## src/hw/rtl/brle_pkg.sv

```systemverilog
`default_nettype none

package brle_pkg;

  localparam int unsigned WordBits = 8;
  localparam int unsigned LenBits  = 7;
  localparam int unsigned MaxCodes = WordBits;
  localparam int unsigned CntBits  = $clog2(MaxCodes + 1);

  localparam logic [LenBits-1:0] MaxRun = 7'd127;

  typedef logic [WordBits-1:0] word_t;
  typedef logic [LenBits-1:0]  len_t;
  typedef logic [CntBits-1:0]  cnt_t;

endpackage

`default_nettype wire

```

## src/hw/rtl/bit_run_length_encoder_core.sv

```systemverilog
// Channel  Direction  Handshake               Payload
// input    in         in_valid_i, in_stall_o  data_byte_i, flush_i
// output   out        out_valid_o, out_stall_i run_code_o, last_of_item_o
//
// An accepted word is held in the input register, then the whole byte is encoded
// in one pass into an eight-entry result buffer that drains one code a cycle while the output is not stalled.
// A byte may yield no codes at all or up to eight, and all of them leave
// through the single output port, which sets the rate.
// The next word is taken while codes of the previous one are still being delivered.
// Reset clears the pending run and both buffers; a stalled output holds its code.
`default_nettype none

module bit_run_length_encoder_core (
  input  wire logic           clk_i,
  input  wire logic           rst_ni,
  input  wire logic           in_valid_i,
  output logic                in_stall_o,
  input  wire brle_pkg::word_t data_byte_i,
  input  wire logic           flush_i,
  output logic                out_valid_o,
  input  wire logic           out_stall_i,
  output brle_pkg::word_t     run_code_o,
  output logic                last_of_item_o
);
  import brle_pkg::*;

  logic  in_valid_q, in_valid_d;
  word_t data_q;
  logic  flush_q;

  logic  active_q, active_d;
  logic  bit_q, bit_d;
  len_t  len_q, len_d;

  word_t codes_q [MaxCodes];
  word_t codes_d [MaxCodes];
  word_t new_codes [MaxCodes];
  cnt_t  cnt_q, cnt_d, new_cnt;

  logic  buf_free, process, in_accept, out_pop;

  assign out_pop    = out_valid_o && !out_stall_i;
  assign buf_free   = (cnt_q == '0) || ((cnt_q == cnt_t'(1)) && !out_stall_i);
  assign process    = in_valid_q && buf_free;
  assign in_stall_o = in_valid_q && !process;
  assign in_accept  = in_valid_i && !in_stall_o;

  assign out_valid_o    = (cnt_q != '0);
  assign run_code_o     = codes_q[0];
  assign last_of_item_o = (cnt_q == cnt_t'(1));

  always_comb begin
    logic a;
    logic b;
    len_t l;
    cnt_t n;
    a = active_q;
    b = bit_q;
    l = len_q;
    n = '0;
    for (int k = 0; k < MaxCodes; k++) begin
      new_codes[k] = '0;
    end
    if (flush_q) begin
      if (a) begin
        new_codes[0] = {b, l};
        n = cnt_t'(1);
      end
      a = 1'b0;
      b = 1'b0;
      l = '0;
    end else begin
      for (int i = WordBits - 1; i >= 0; i--) begin
        if (a && (data_q[i] == b) && (l < MaxRun)) begin
          l = l + len_t'(1);
        end else begin
          if (a) begin
            new_codes[n[CntBits-2:0]] = {b, l};
            n = n + cnt_t'(1);
          end
          a = 1'b1;
          b = data_q[i];
          l = len_t'(1);
        end
      end
    end
    new_cnt  = n;
    active_d = process ? a : active_q;
    bit_d    = process ? b : bit_q;
    len_d    = process ? l : len_q;
  end

  always_comb begin
    in_valid_d = in_accept ? 1'b1 : (process ? 1'b0 : in_valid_q);
    cnt_d      = cnt_q;
    for (int k = 0; k < MaxCodes; k++) begin
      codes_d[k] = codes_q[k];
    end
    if (process) begin
      cnt_d = new_cnt;
      for (int k = 0; k < MaxCodes; k++) begin
        codes_d[k] = new_codes[k];
      end
    end else if (out_pop) begin
      cnt_d = cnt_q - cnt_t'(1);
      for (int k = 0; k < MaxCodes - 1; k++) begin
        codes_d[k] = codes_q[k+1];
      end
    end
  end

  always_ff @(posedge clk_i or negedge rst_ni) begin
    if (!rst_ni) begin
      in_valid_q <= 1'b0;
      active_q   <= 1'b0;
      bit_q      <= 1'b0;
      len_q      <= '0;
      cnt_q      <= '0;
    end else begin
      in_valid_q <= in_valid_d;
      active_q   <= active_d;
      bit_q      <= bit_d;
      len_q      <= len_d;
      cnt_q      <= cnt_d;
    end
  end

  always_ff @(posedge clk_i) begin
    if (in_accept) begin
      data_q  <= data_byte_i;
      flush_q <= flush_i;
    end
    codes_q <= codes_d;
  end

endmodule

`default_nettype wire

```

## config.mk

```make
export PLATFORM = sky130hd
export DESIGN_NAME = bit_run_length_encoder_core
export DESIGN_NICKNAME = d
export VERILOG_FILES = /design/src/hw/rtl/brle_pkg.sv /design/src/hw/rtl/bit_run_length_encoder_core.sv
export SDC_FILE = /design/constraint.sdc
export NUM_CORES = 1
export LEC_CHECK = 0
export BUFFER_PORTS_ARGS = -buffer_cell sky130_fd_sc_hd__buf_2
export CORE_UTILIZATION = 50
export DETAILED_ROUTE_END_ITERATION = 10
export PLACE_DENSITY_LB_ADDON = 0.12
export SETUP_SLACK_MARGIN = 0.05
export SYNTH_ARGS = -nofsm -noshare
export SYNTH_HDL_FRONTEND = slang
export SYNTH_SLANG_ARGS = --single-unit
```

## constraint.sdc

```tcl
create_clock -name clk_i -period 9.4 [get_ports clk_i]
set_clock_uncertainty 0.05 [all_clocks]
set_input_delay 1.41 -clock clk_i [delete_from_list [all_inputs] [get_ports clk_i]]
set_output_delay 1.41 -clock clk_i [all_outputs]
set_load 0.05 [all_outputs]
```

Yosys cells after proc, flatten, opt, wreduce, memory -nomap -nowiden. Index checks and enable logic that the tools add are counted.

Add/sub/neg operators: 16. Order comparisons: 22. Equal/unequal tests: 9. Muxes and demuxes: 124. Bitwise logic cells: 7. Reductions and logical operators: 36.

Operator list (number): $mux W64 (20); $bwmux W64 (7); $demux W8 S3 (7); $mux W56 (3); $mux W7 (16); $mux W4 (25); $mux W8 (11); $add A7 B1 Y7 const B (8); $lt A7 B7 Y1 const B (8); $mux W1 (35); $add A4 B1 Y4 const B (7); $ge A4 B4 Y1 const B (7); $logic_and A1 B1 Y1 (28); $lt A4 B1 Y1 const B (7); $not A3 Y4 (7); $eq A1 B1 Y1 (8); $eq A4 B1 Y1 const B (1); $logic_not A4 Y1 (1); $reduce_bool A2 Y1 (2); $reduce_bool A4 Y1 (1); $sub A4 B1 Y4 const B (1); $logic_not A1 Y1 (3); $logic_or A1 B1 Y1 (1).

Flip-flop bits (word level): 87. Input port bits: 13.

Logic depth before layout (Yosys ltp). Gate-level depths: netlist of run 1.

Word-level depth: 45. Gate-level depth with buffers: 42. Gate-level depth less buffers: 35.

Worst setup path after synthesis of run 1. OpenSTA, ideal clock, no wires.

Path kind: register to register. From: register len_q[1]. To: register codes_q[23] in the netlist's numbering, data pin. Setup time: 0.266 ns. Arrival: 8.988 ns. Required time: 9.084 ns. Slack: 0.096 ns. Stages on the path, launching flop included: 38. Path buffers: 6. Cell sequence: dfrtp_1 > ha_1 > buf_2 > nand2_1 > or3_1 > a211o_1 > o21ai_2 > inv_2 > clkbuf_1 > nand2_1 > ha_1 > clkbuf_1 > o2111ai_2 > or4_4 > a2111oi_2 > nor2_1 > nand2_1 > inv_1 > (+2 left out) > or3_1 > a31oi_2 > nand2_1 > or4_4 > o21a_1 > buf_4 > nand2_1 > inv_1 > ha_1 > nand2_1 > or4_1 > or4_1 > o31a_1 > buf_6 > or3_1 > clkbuf_1 > mux2i_1 > o21ai_1.

RTL lines: from (decl) (RTL line bit_run_length_encoder_core.sv:33) `len_t len_q, len_d;`; from (signal assigned) (RTL line bit_run_length_encoder_core.sv:123) `len_q <= len_d;`; to (signal assigned) (RTL line bit_run_length_encoder_core.sv:133) `codes_q <= codes_d;`; to (decl) (RTL line bit_run_length_encoder_core.sv:35) `word_t codes_q [MaxCodes];`.

==> results.md, run 1 <==
- GR Overflow Total: 0
- Avg Synthesized Cell Area: 8.193 sq um
- Chip Height: 138.7 um
- Row count: 49
- Final Max Slew Viols: 0
- FILL cells: 1,714
- Final period util: 95.70%
- Relative slew margins: 30.12%
- Final-stage net count: 1,208
- Routed vias: 9,407
- Predominant post-synthesis flop cell: edfxtp_1
- CTS tree: done
- Synth Cell Area: 9340 sq um
- Worst setup SP type: register
- Total track usage: 35.73%
- Final GP Congestion: 1.013
- Vias in the first global route: 8,782
- Clk_lat worst skew: 0.35 ns
- Ant diodes: 0
- Post-synth ARST share: 16.09%
- Final cell count without fillers: 1,406
- Slew @ Worst Pin: 1.044 ns
- First-pass DRT Iterations: 9
- Core area: 18,150 sq um
- Max Cap Viol: 0
- H-tree depth: 3
- WP data required: 9.46 ns
- Root Buffer: clkbuf_16
- Most frequent cells in the layout: nand2_1, nor2_1, buf_4, edfxtp_1, mux2i_1
- Pin count of the biggest net entering global routing: 71
- Ratio of cells with drive above 1 in the final layout: 16.91%
- Vias per inst: 6.691
- Fin Setup TNS: 0 ns
- F_max: 111.2 MHz
- Setup Viol. Count Final: 0
- Final WL: 34.22 mm
- Critical path data arrival time: 9.05 ns
- Cell mode on critical path: nand2_1
- Post-synth EDFFs: 73
- Final min period: 8.996 ns
- CTS max path bufs: 2
- Most common cell after layout, fill and taps aside: nand2_1
- Post-Syn Instances: 1,140
- Synth Warn #: 0
- First-pass GRT wire length: 52.33 mm
- Seq/Total Area, Yosys: 27.22%
- RSZ-0062 raised after global routing: no
- Failing checks: design-rule violations
- Drt initial violations: 1,065
- IO Count: 24
- #FFs+latches synth: 87
- Status: complete, but fails checks
- CP peak stage delay: 0.58 ns
- Initial antenna violation count: 0
- Dpl cells: 1,380
- Crit path kind: reg -> reg
- Crit-path max FO: 14
- Syn-to-layout area delta: 11.06%
- Critical Path End Type: register
- Hold Buf Count CTS: 0
- Clock Pin Slew Worst Setup and Hold Paths: 0.07 ns
- Finished Core Util: 57.16%
- Die X: 138.7 um
- HPWL Detailed: 25.98 mm
- # DRC: 3
- Worst path slowest cell: or4_4
- Clock buffer count from CTS: 9
- Die area: 19,230 sq um
- Distinct cell type count after synthesis: 103
- Wire length per cell: 24.34 um
- Clock Sink Count: 87
- Worst Hold Class: reg -> reg
- Final Hold Vio Count: 0
- Buffers on Ports: 23
- Routed Antenna Nets: 0
- Starting Density: 51.47%
-- Yosys cell counts (6+ instances only) --
master | n | area share, %
edfxtp_1 | 73 | 23
a21oi_1 | 59 | 3.2
a31oi_1 | 15 | 1.0
nand3b_1 | 6 | 0.48
inv_2 | 9 | 0.36
nor4_1 | 19 | 1.3
buf_1 | 7 | 0.28
nand2b_1 | 9 | 0.60
o31ai_1 | 6 | 0.48
o22ai_1 | 13 | 0.87
clkbuf_1 | 53 | 2.1
o211ai_1 | 24 | 1.9
xor2_1 | 17 | 1.6
nand4_1 | 19 | 1.3
a22oi_1 | 7 | 0.56
or3_1 | 15 | 1.0
o21ai_0 | 45 | 2.4
buf_4 | 12 | 0.96
nor2_1 | 100 | 4.0
a211oi_1 | 24 | 1.9
o21ai_1 | 32 | 1.7
dfrtp_1 | 14 | 3.8
mux2i_1 | 63 | 6.8
nand2_1 | 136 | 5.5
xnor2_1 | 29 | 2.7
mux2_2 | 15 | 1.8
and3_1 | 13 | 0.87
a311oi_1 | 6 | 0.56
o2111ai_1 | 9 | 0.84
nor3_1 | 35 | 1.9
and2_1 | 16 | 1.1
buf_2 | 11 | 0.59
xnor2_2 | 6 | 1.0
nand3_1 | 40 | 2.1
a211o_1 | 9 | 0.84
ha_1 | 22 | 2.9
o21a_1 | 8 | 0.64
nor3_4 | 7 | 1.2
inv_1 | 23 | 0.92
-- through the flow --
| step | instance area, sq um | setup slack (ns) | hold slack, ns |
|---|---|---|---|
| 4_1_cts | 10230 | 0.4100 | 0.4795 |
| 6_report | 10370 | 0.4041 | 0.4719 |
| 3_3_place_gp | 9930 | 0.5861 | 0.4533 |
| 2_1_floorplan | 9344 | 0.09615 | 0.4463 |
| 3_5_place_dp | 9930 | 0.4560 | 0.4618 |
| 5_1_grt | 10370 | 0.06226 | 0.4854 |
-- critical path, delay by kind of cell, from the launching register on --
kind                       cells  cell delay (ns)
xor gates and xnor gates       1             0.14
AOI/OAI and AO/OA              8             2.30
buffers and inverters          4             0.62
adders and majority gates      4             1.11
DFF                            1             0.52
and+or+nand+nor               15             3.98
-- sequential cells by signal, summed over array words and instances (netlist names) --
| name | cells |
|---|---|
| codes_q | 56 |
| len_q | 7 |
| bit_q | 1 |
| active_q | 1 |
| flush_q | 1 |
| run_code_o | 8 |
| in_valid_q | 1 |
| cnt_q | 4 |
| data_q | 8 |
-- logic make-up after synthesis --
group / synth area share (%)
AND/OR/NAND/NOR: 24.94
adder cells (fa/ha/maj): 3.269
buffers and inverters: 5.372
AO/OA/AOI/OAI: 24.23
multiplexers: 8.922
other: 0.04015
flip-flops: 27.22
XOR/XNOR: 6.001
-- cell type report --
class | count | area [sq um] | area share, %
clock buffer | 9 | 225.2 | 2.171
clock inverter | 7 | 76.32 | 0.7357
inverter | 32 | 120.1 | 1.158
multi-input combinational | 938 | 6375 | 61.45
sequential | 87 | 2542 | 24.51
tap | 229 | 286.5 | 2.762
timing repair buffer | 104 | 748.2 | 7.213
-- repair_timing --
item                                    CTS  global route
setup buffers                             0            10
resized for setup                         0             7
endpoints found under the setup margin    0            52
-- worst paths after layout --
path,startpoint,to,slack (ns),cells past startpoint
setup / recovery,len_q[0]$_DFFE_PN0P_,codes_q[46]$_DFFE_PP_,0.40,32
setup reg to reg,len_q[0]$_DFFE_PN0P_,codes_q[46]$_DFFE_PP_,0.40,32
hold / removal,codes_q[6]$_SDFFCE_PP0P_,codes_q[14]$_DFFE_PP_,0.47,1
hold reg to reg,codes_q[6]$_SDFFCE_PP0P_,codes_q[14]$_DFFE_PP_,0.47,1
min in group asynchronous,rst_ni,len_q[3]$_DFFE_PN0P_,0.90,1
max in group asynchronous,rst_ni,cnt_q[0]$_DFFE_PN0P_,8.13,1
-- layer usage --
metal / part of all wire [%] / track usage (%) / vias up
li1: - / - / 4345
met1: 43 / 48.78 / 4488
met2: 45 / 56.08 / 481
met3: 7.8 / 5.490 / 93
met4: 4.3 / 15.85 / 0
met5: 0 / 0 / -
Power of run 1 is left out: the tool's default activity adds up to more than one toggle a clock period on the data nets, which glitch-free logic cannot reach.
==> run 2, diff against run 1 <==
==> constraint.sdc (replaced) <==
create_clock -name clk_i -period 10.4 [get_ports clk_i]
set_clock_uncertainty 0.05 [all_clocks]
set_input_delay 1.56 -clock clk_i [delete_from_list [all_inputs] [get_ports clk_i]]
set_output_delay 1.56 -clock clk_i [all_outputs]
set_load 0.05 [all_outputs]
==> results.md, run 2 (synthesis gave the netlist of run 1 again) <==
- Setup Viol. Count Final: 0 (unchanged)
- Final WS setup: 0.5349 ns (was 0.4041 ns)
- CTS tree: done (unchanged)
- Finished Core Util: 55.64% (was 57.16%)
- Final WL: 33.22 mm (was 34.22 mm)
- HPWL Detailed: 24.78 mm (was 25.98 mm)
- Clk_lat worst skew: 0.37 ns (was 0.35 ns)
- Critical Path End Type: register (unchanged)
- First-pass GRT wire length: 50.97 mm (was 52.33 mm)
- Biggest register: codes_q (unchanged)
- Root Buffer: clkbuf_16 (unchanged)
- Fin Setup TNS: 0 ns (unchanged)
- Clock Pin Slew Worst Setup and Hold Paths: 0.07 ns (about the same)
- Starting Density: 51.47% (unchanged)
- Tightest hold margin: 0.4776 ns (was 0.4719 ns)
- H-tree depth: 3 (unchanged)
- GR Overflow Total: 0 (unchanged)
- Die X: 138.7 um (unchanged)
- Routed Antenna Nets: 0 (unchanged)
- Clock buffer count from CTS: 9 (unchanged)
- CTS max path bufs: 2 (unchanged)
- Buffers on Ports: 23 (unchanged)
- Crit path kind: reg -> reg (unchanged)
- Slew @ Worst Pin: 1.169 ns (was 1.044 ns)
- Syn-to-layout area delta: 8.105% (was 11.06%)
- Drt initial violations: 1,167 (was 1,065)
- CP peak stage delay: 0.70 ns (was 0.58 ns)
- Crit-path max FO: 13 (was 14)
- Chip Height: 138.7 um (unchanged)
- Vias in the first global route: 8,602 (was 8,782)
- Largest register FFs: 56 (unchanged)
- Total track usage: 34.63% (was 35.73%)
- First-pass DRT Iterations: 11 (was 9)
- Die area: 19,230 sq um (unchanged)
- Max Cap Viol: 0 (unchanged)
- Dpl ws: -0.09760 ns (was 0.4560 ns)
- Vias per inst: 6.901 (was 6.691)
- Worst path slowest cell: nand4_1 (was or4_4)
- Ratio of cells with drive above 1 in the final layout: 14.51% (was 16.91%)
- Most frequent cells in the layout: nand2_1, nor2_1, edfxtp_1, mux2i_1, a21oi_1 (was nand2_1, nor2_1, buf_4, edfxtp_1, mux2i_1)
- Relative slew margins: 21.76% (was 30.12%)
- Worst setup SP type: register (unchanged)
- Final Max Slew Viols: 0 (unchanged)
- Core area: 18,150 sq um (unchanged)
- Hold Buf Count CTS: 0 (unchanged)
- Pin count of the biggest net entering global routing: 71 (unchanged)
- WP data required: 10.46 ns (was 9.46 ns)
- Ant diodes: 0 (unchanged)
- Initial antenna violation count: 0 (unchanged)
- R2R Setup Slk: 0.53 ns (was 0.40 ns)
- Status: complete, but fails checks (unchanged)
- Final period util: 94.86% (was 95.70%)
- # DRC: 6 (was 3)
- Final GP Congestion: 1.057 (was 1.013)
- F_max: 101.4 MHz (was 111.2 MHz)
- Routed vias: 9,475 (was 9,407)
- Clock Sink Count: 87 (unchanged)
- Most common cell after layout, fill and taps aside: nand2_1 (unchanged)
- Wire length per cell: 24.20 um (was 24.34 um)
- Worst Hold Class: reg -> reg (unchanged)
- Critical path data arrival time: 9.92 ns (was 9.05 ns)
- RSZ-0062 raised after global routing: no (unchanged)
- Failing checks: design-rule violations (unchanged)
- Row count: 49 (unchanged)
- Final min period: 9.865 ns (was 8.996 ns)
- Final Hold Vio Count: 0 (unchanged)
- Final-stage net count: 1,175 (was 1,208)
- IO Count: 24 (unchanged)
[run 2: layer usage]
| metal | global-route usage (%) | routed length [um] |
|---|---|---|
| met1 | 49.31 | 14420 |
| met2 | 52.20 | 14350 |
| met3 | 6.802 | 3345 |
| met4 | 12.16 | 1100 |
| met5 | 0 | 0 |
[run 2: cell type report]
| class | count | area (sq um) |
|---|---|---|
| clock buffers | 9 | 225.2 |
| repair buffers | 71 | 500.5 |
| well taps | 229 | 286.5 |
| multi-input cells | 938 | 6347 |
| flip-flops and latches | 87 | 2542 |
| clock inverters | 7 | 75.07 |
| inverters | 32 | 120.1 |
| fillers | 1693 | 8050 |
[run 2: path summary, 6_finish.rpt]
path                                          start                       to  cells past startpoint
max                            len_q[0]$_DFFE_PN0P_  run_code_o[1]$_DFFE_PP_                     32
min in group asynchronous                    rst_ni     active_q$_DFFE_PN0P_                      1
min                        codes_q[5]$_SDFFCE_PP0P_    codes_q[13]$_DFFE_PP_                      1
min reg2reg                codes_q[5]$_SDFFCE_PP0P_    codes_q[13]$_DFFE_PP_                      1
max reg2reg                    len_q[0]$_DFFE_PN0P_  run_code_o[1]$_DFFE_PP_                     32
max in group asynchronous                    rst_ni     cnt_q[0]$_DFFE_PN0P_                      1
[run 2: stage by stage]
stage | cells | cell area [sq um]
after floorplan | 1141 | 9344
final | 1373 | 10100
after detailed placement | 1353 | 9727
after CTS | 1370 | 10050
after global routing | 1373 | 10100
after global placement | 1353 | 9727
[run 2: worst max-delay path: cells and delay by family (launching register included)]
| kind | cells | cell delay (ns) |
|---|---|---|
| adders and majority gates | 4 | 1.20 |
| DFF | 1 | 0.52 |
| xor gates and xnor gates | 2 | 0.79 |
| buffers and inverters | 5 | 0.87 |
| AOI/OAI and AO/OA | 13 | 3.68 |
| and+or+nand+nor | 7 | 2.26 |
| muxes | 1 | 0.20 |
[run 2: timing repair]
item,CTS,global route
pin swaps,1,2
gates resized for setup,1,3
buffers inserted,1,3
endpoints found under the setup margin,46,67
Power of run 2 is left out for the same reason.
==> run 3, diff against run 2 <==
--- a/config.mk
+++ b/config.mk
@@ -8,6 +8,7 @@
 export BUFFER_PORTS_ARGS = -buffer_cell sky130_fd_sc_hd__buf_2
 export CORE_UTILIZATION = 50
 export DETAILED_ROUTE_END_ITERATION = 10
+export MAX_ROUTING_LAYER = met4
 export PLACE_DENSITY_LB_ADDON = 0.12
 export SETUP_SLACK_MARGIN = 0.05
 export SYNTH_ARGS = -nofsm -noshare
==> results.md, run 3 (synthesis gave the netlist of run 1 again) <==
- R2R depth: 34 (was 32)
- CP delay by family, top: simple AND/OR/NAND/NOR gates (was compound AO/OA/AOI/OAI gates)
- Terminus of the critical flop-to-flop path: codes_q[9]$_DFFE_PP_ (was run_code_o[1]$_DFFE_PP_)
- Vias in the first global route: 8,810 (was 8,602)
- Critical path data arrival time: 9.67 ns (was 9.92 ns)
- Final GP Congestion: 1.059 (was 1.057)
- F_max: 103.9 MHz (was 101.4 MHz)
- Chip Height: 138.7 um (unchanged)
- Final WL: 34.21 mm (was 33.22 mm)
- Initial antenna violation count: 0 (unchanged)
- Dpl cells: 1,359 (was 1,353)
- Hold Buf Count CTS: 0 (unchanged)
- Most frequent cells in the layout: nand2_1, nor2_1, edfxtp_1, mux2i_1, a21oi_1 (unchanged)
- Largest register FFs: 56 (unchanged)
- Buffers on Ports: 23 (unchanged)
- Slew @ Worst Pin: 1.032 ns (was 1.169 ns)
- Routed vias: 9,391 (was 9,475)
- Clock Pin Slew Worst Setup and Hold Paths: 0.07 ns (about the same)
- Clock buffer count from CTS: 9 (unchanged)
- Total track usage: 36.86% (was 34.63%)
- Clock Sink Count: 87 (unchanged)
- Starting Density: 51.47% (unchanged)
- Fin Setup TNS: 0 ns (unchanged)
- IO Count: 24 (unchanged)
- Worst Hold Class: reg -> reg (unchanged)
- Final-stage net count: 1,178 (was 1,175)
- Worst path slowest cell: or3b_1 (was nand4_1)
- Hold EP: codes_q[14]$_DFFE_PP_ (was codes_q[13]$_DFFE_PP_)
- H-tree depth: 3 (unchanged)
- Relative slew margins: 30.93% (was 21.76%)
- CP peak stage delay: 0.64 ns (was 0.70 ns)
- R2R Setup Slk: 0.77 ns (was 0.53 ns)
- First-pass DRT Iterations: 8 (was 11)
- Setup Viol. Count Final: 0 (unchanged)
- Row count: 49 (unchanged)
- Hold_sp: codes_q[6]$_SDFFCE_PP0P_ (was codes_q[5]$_SDFFCE_PP0P_)
- CTS tree: done (unchanged)
- Worst Hold Depth: 1 (unchanged)
- Core area: 18,150 sq um (unchanged)
- Critical Path End Type: register (unchanged)
- Crit-path max FO: 13 (unchanged)
- Ratio of cells with drive above 1 in the final layout: 14.56% (was 14.51%)
- Wire length per cell: 24.86 um (was 24.20 um)
- HPWL Detailed: 25.83 mm (was 24.78 mm)
- Max Cap Viol: 0 (unchanged)
- GR Overflow Total: 0 (unchanged)
- Status: complete, but fails checks (unchanged)
- Crit path kind: reg -> reg (unchanged)
- Vias per inst: 6.825 (was 6.901)
- # DRC: 4 (was 6)
- Ant diodes: 0 (unchanged)
- Die area: 19,230 sq um (unchanged)
- Critical path buffers and inverters: 6 (was 5)
- Final cell count without fillers: 1,376 (was 1,373)
- Final Max Slew Viols: 0 (unchanged)
- WP data required: 10.45 ns (was 10.46 ns)
- RSZ-0062 raised after global routing: no (unchanged)
- Drt initial violations: 985 (was 1,167)
- Fin area: 10,120 sq um (was 10,100 sq um)
- Clk_lat worst skew: 0.36 ns (was 0.37 ns)
- Syn-to-layout area delta: 8.319% (was 8.105%)
- Worst setup SP type: register (unchanged)
- Final min period: 9.627 ns (was 9.865 ns)
- Failing checks: design-rule violations (unchanged)
- Pin count of the biggest net entering global routing: 71 (unchanged)
- First-pass GRT wire length: 52.31 mm (was 50.97 mm)
- Cell mode on critical path: nand2_1
- Final period util: 92.57% (was 94.86%)
- Start of the worst register-to-register path: len_q[0]$_DFFE_PN0P_ (unchanged)
- Most common cell after layout, fill and taps aside: nand2_1 (unchanged)
- Root Buffer: clkbuf_16 (unchanged)
- Area of placed instances: 9772 sq um (was 9727 sq um)
- Die X: 138.7 um (unchanged)
- Final Hold Vio Count: 0 (unchanged)
- Biggest register: codes_q (unchanged)
- CTS max path bufs: 2 (unchanged)
- Routed Antenna Nets: 0 (unchanged)
==> run 3: worst register-to-register path: cells and delay by family, from the launching register on <==
kind                     cells  cell delay, ns
adder cells (fa/ha/maj)      4            1.32
flip-flops                   1            0.50
XOR/XNOR                     1            0.30
AO/OA/AOI/OAI               10            2.40
buffers and inverters        6            0.84
AND/OR/NAND/NOR             13            3.95
==> run 3: through the flow <==
stage | utilization [%] | worst slack (ns) | hold slack, ns
CTS | 55.56 | 0.5556 | 0.4783
detailed placement | 53.85 | 0.6072 | 0.4542
finish | 55.75 | 0.7725 | 0.4722
floorplan | - | 1.096 | 0.4463
global placement | 53.85 | 0.6303 | 0.4538
global route | 55.75 | 0.1280 | 0.4973
==> run 3: cell type report <==
| class | instances | area (sq um) |
|---|---|---|
| Inverter | 32 | 120.1 |
| Clock inverter | 5 | 67.56 |
| Sequential cell | 87 | 2542 |
| Clock buffer | 11 | 242.7 |
| Fill cell | 1720 | 8030 |
| Multi-Input combinational cell | 938 | 6347 |
| Timing Repair Buffer | 74 | 510.5 |
| Tap cell | 229 | 286.5 |
==> run 3: worst max-delay path by stage <==
stage / startpoint / endpoint / slack [ns] / cells after the start
2_1_floorplan: len_q[1]$_DFFE_PN0P_ / codes_q[23]$_DFFE_PP_ / 1.10 / 37
3_3_place_gp: len_q[0]$_DFFE_PN0P_ / codes_q[9]$_DFFE_PP_ / 0.63 / 32
3_5_place_dp: data_q[7]$_DFFE_PP_ / run_code_o[0]$_DFFE_PP_ / 0.61 / 32
4_1_cts: data_q[7]$_DFFE_PP_ / run_code_o[0]$_DFFE_PP_ / 0.56 / 32
5_1_grt: len_q[0]$_DFFE_PN0P_ / codes_q[9]$_DFFE_PP_ / 0.13 / 32
6_report: len_q[0]$_DFFE_PN0P_ / codes_q[9]$_DFFE_PP_ / 0.77 / 34
==> run 3: per-layer routing <==
metal,share of wire (%),track usage [%]
met1,43,48.44
met2,45,57.41
met5,0,-
met4,4.0,14.97
met3,7.5,4.972
==> run 3: what timing repair did <==
action                                  CTS  global route
resized for setup                         0             3
endpoints found under the setup margin    0            46
buffers inserted                          0             1
Power of run 3 is left out for the same reason.
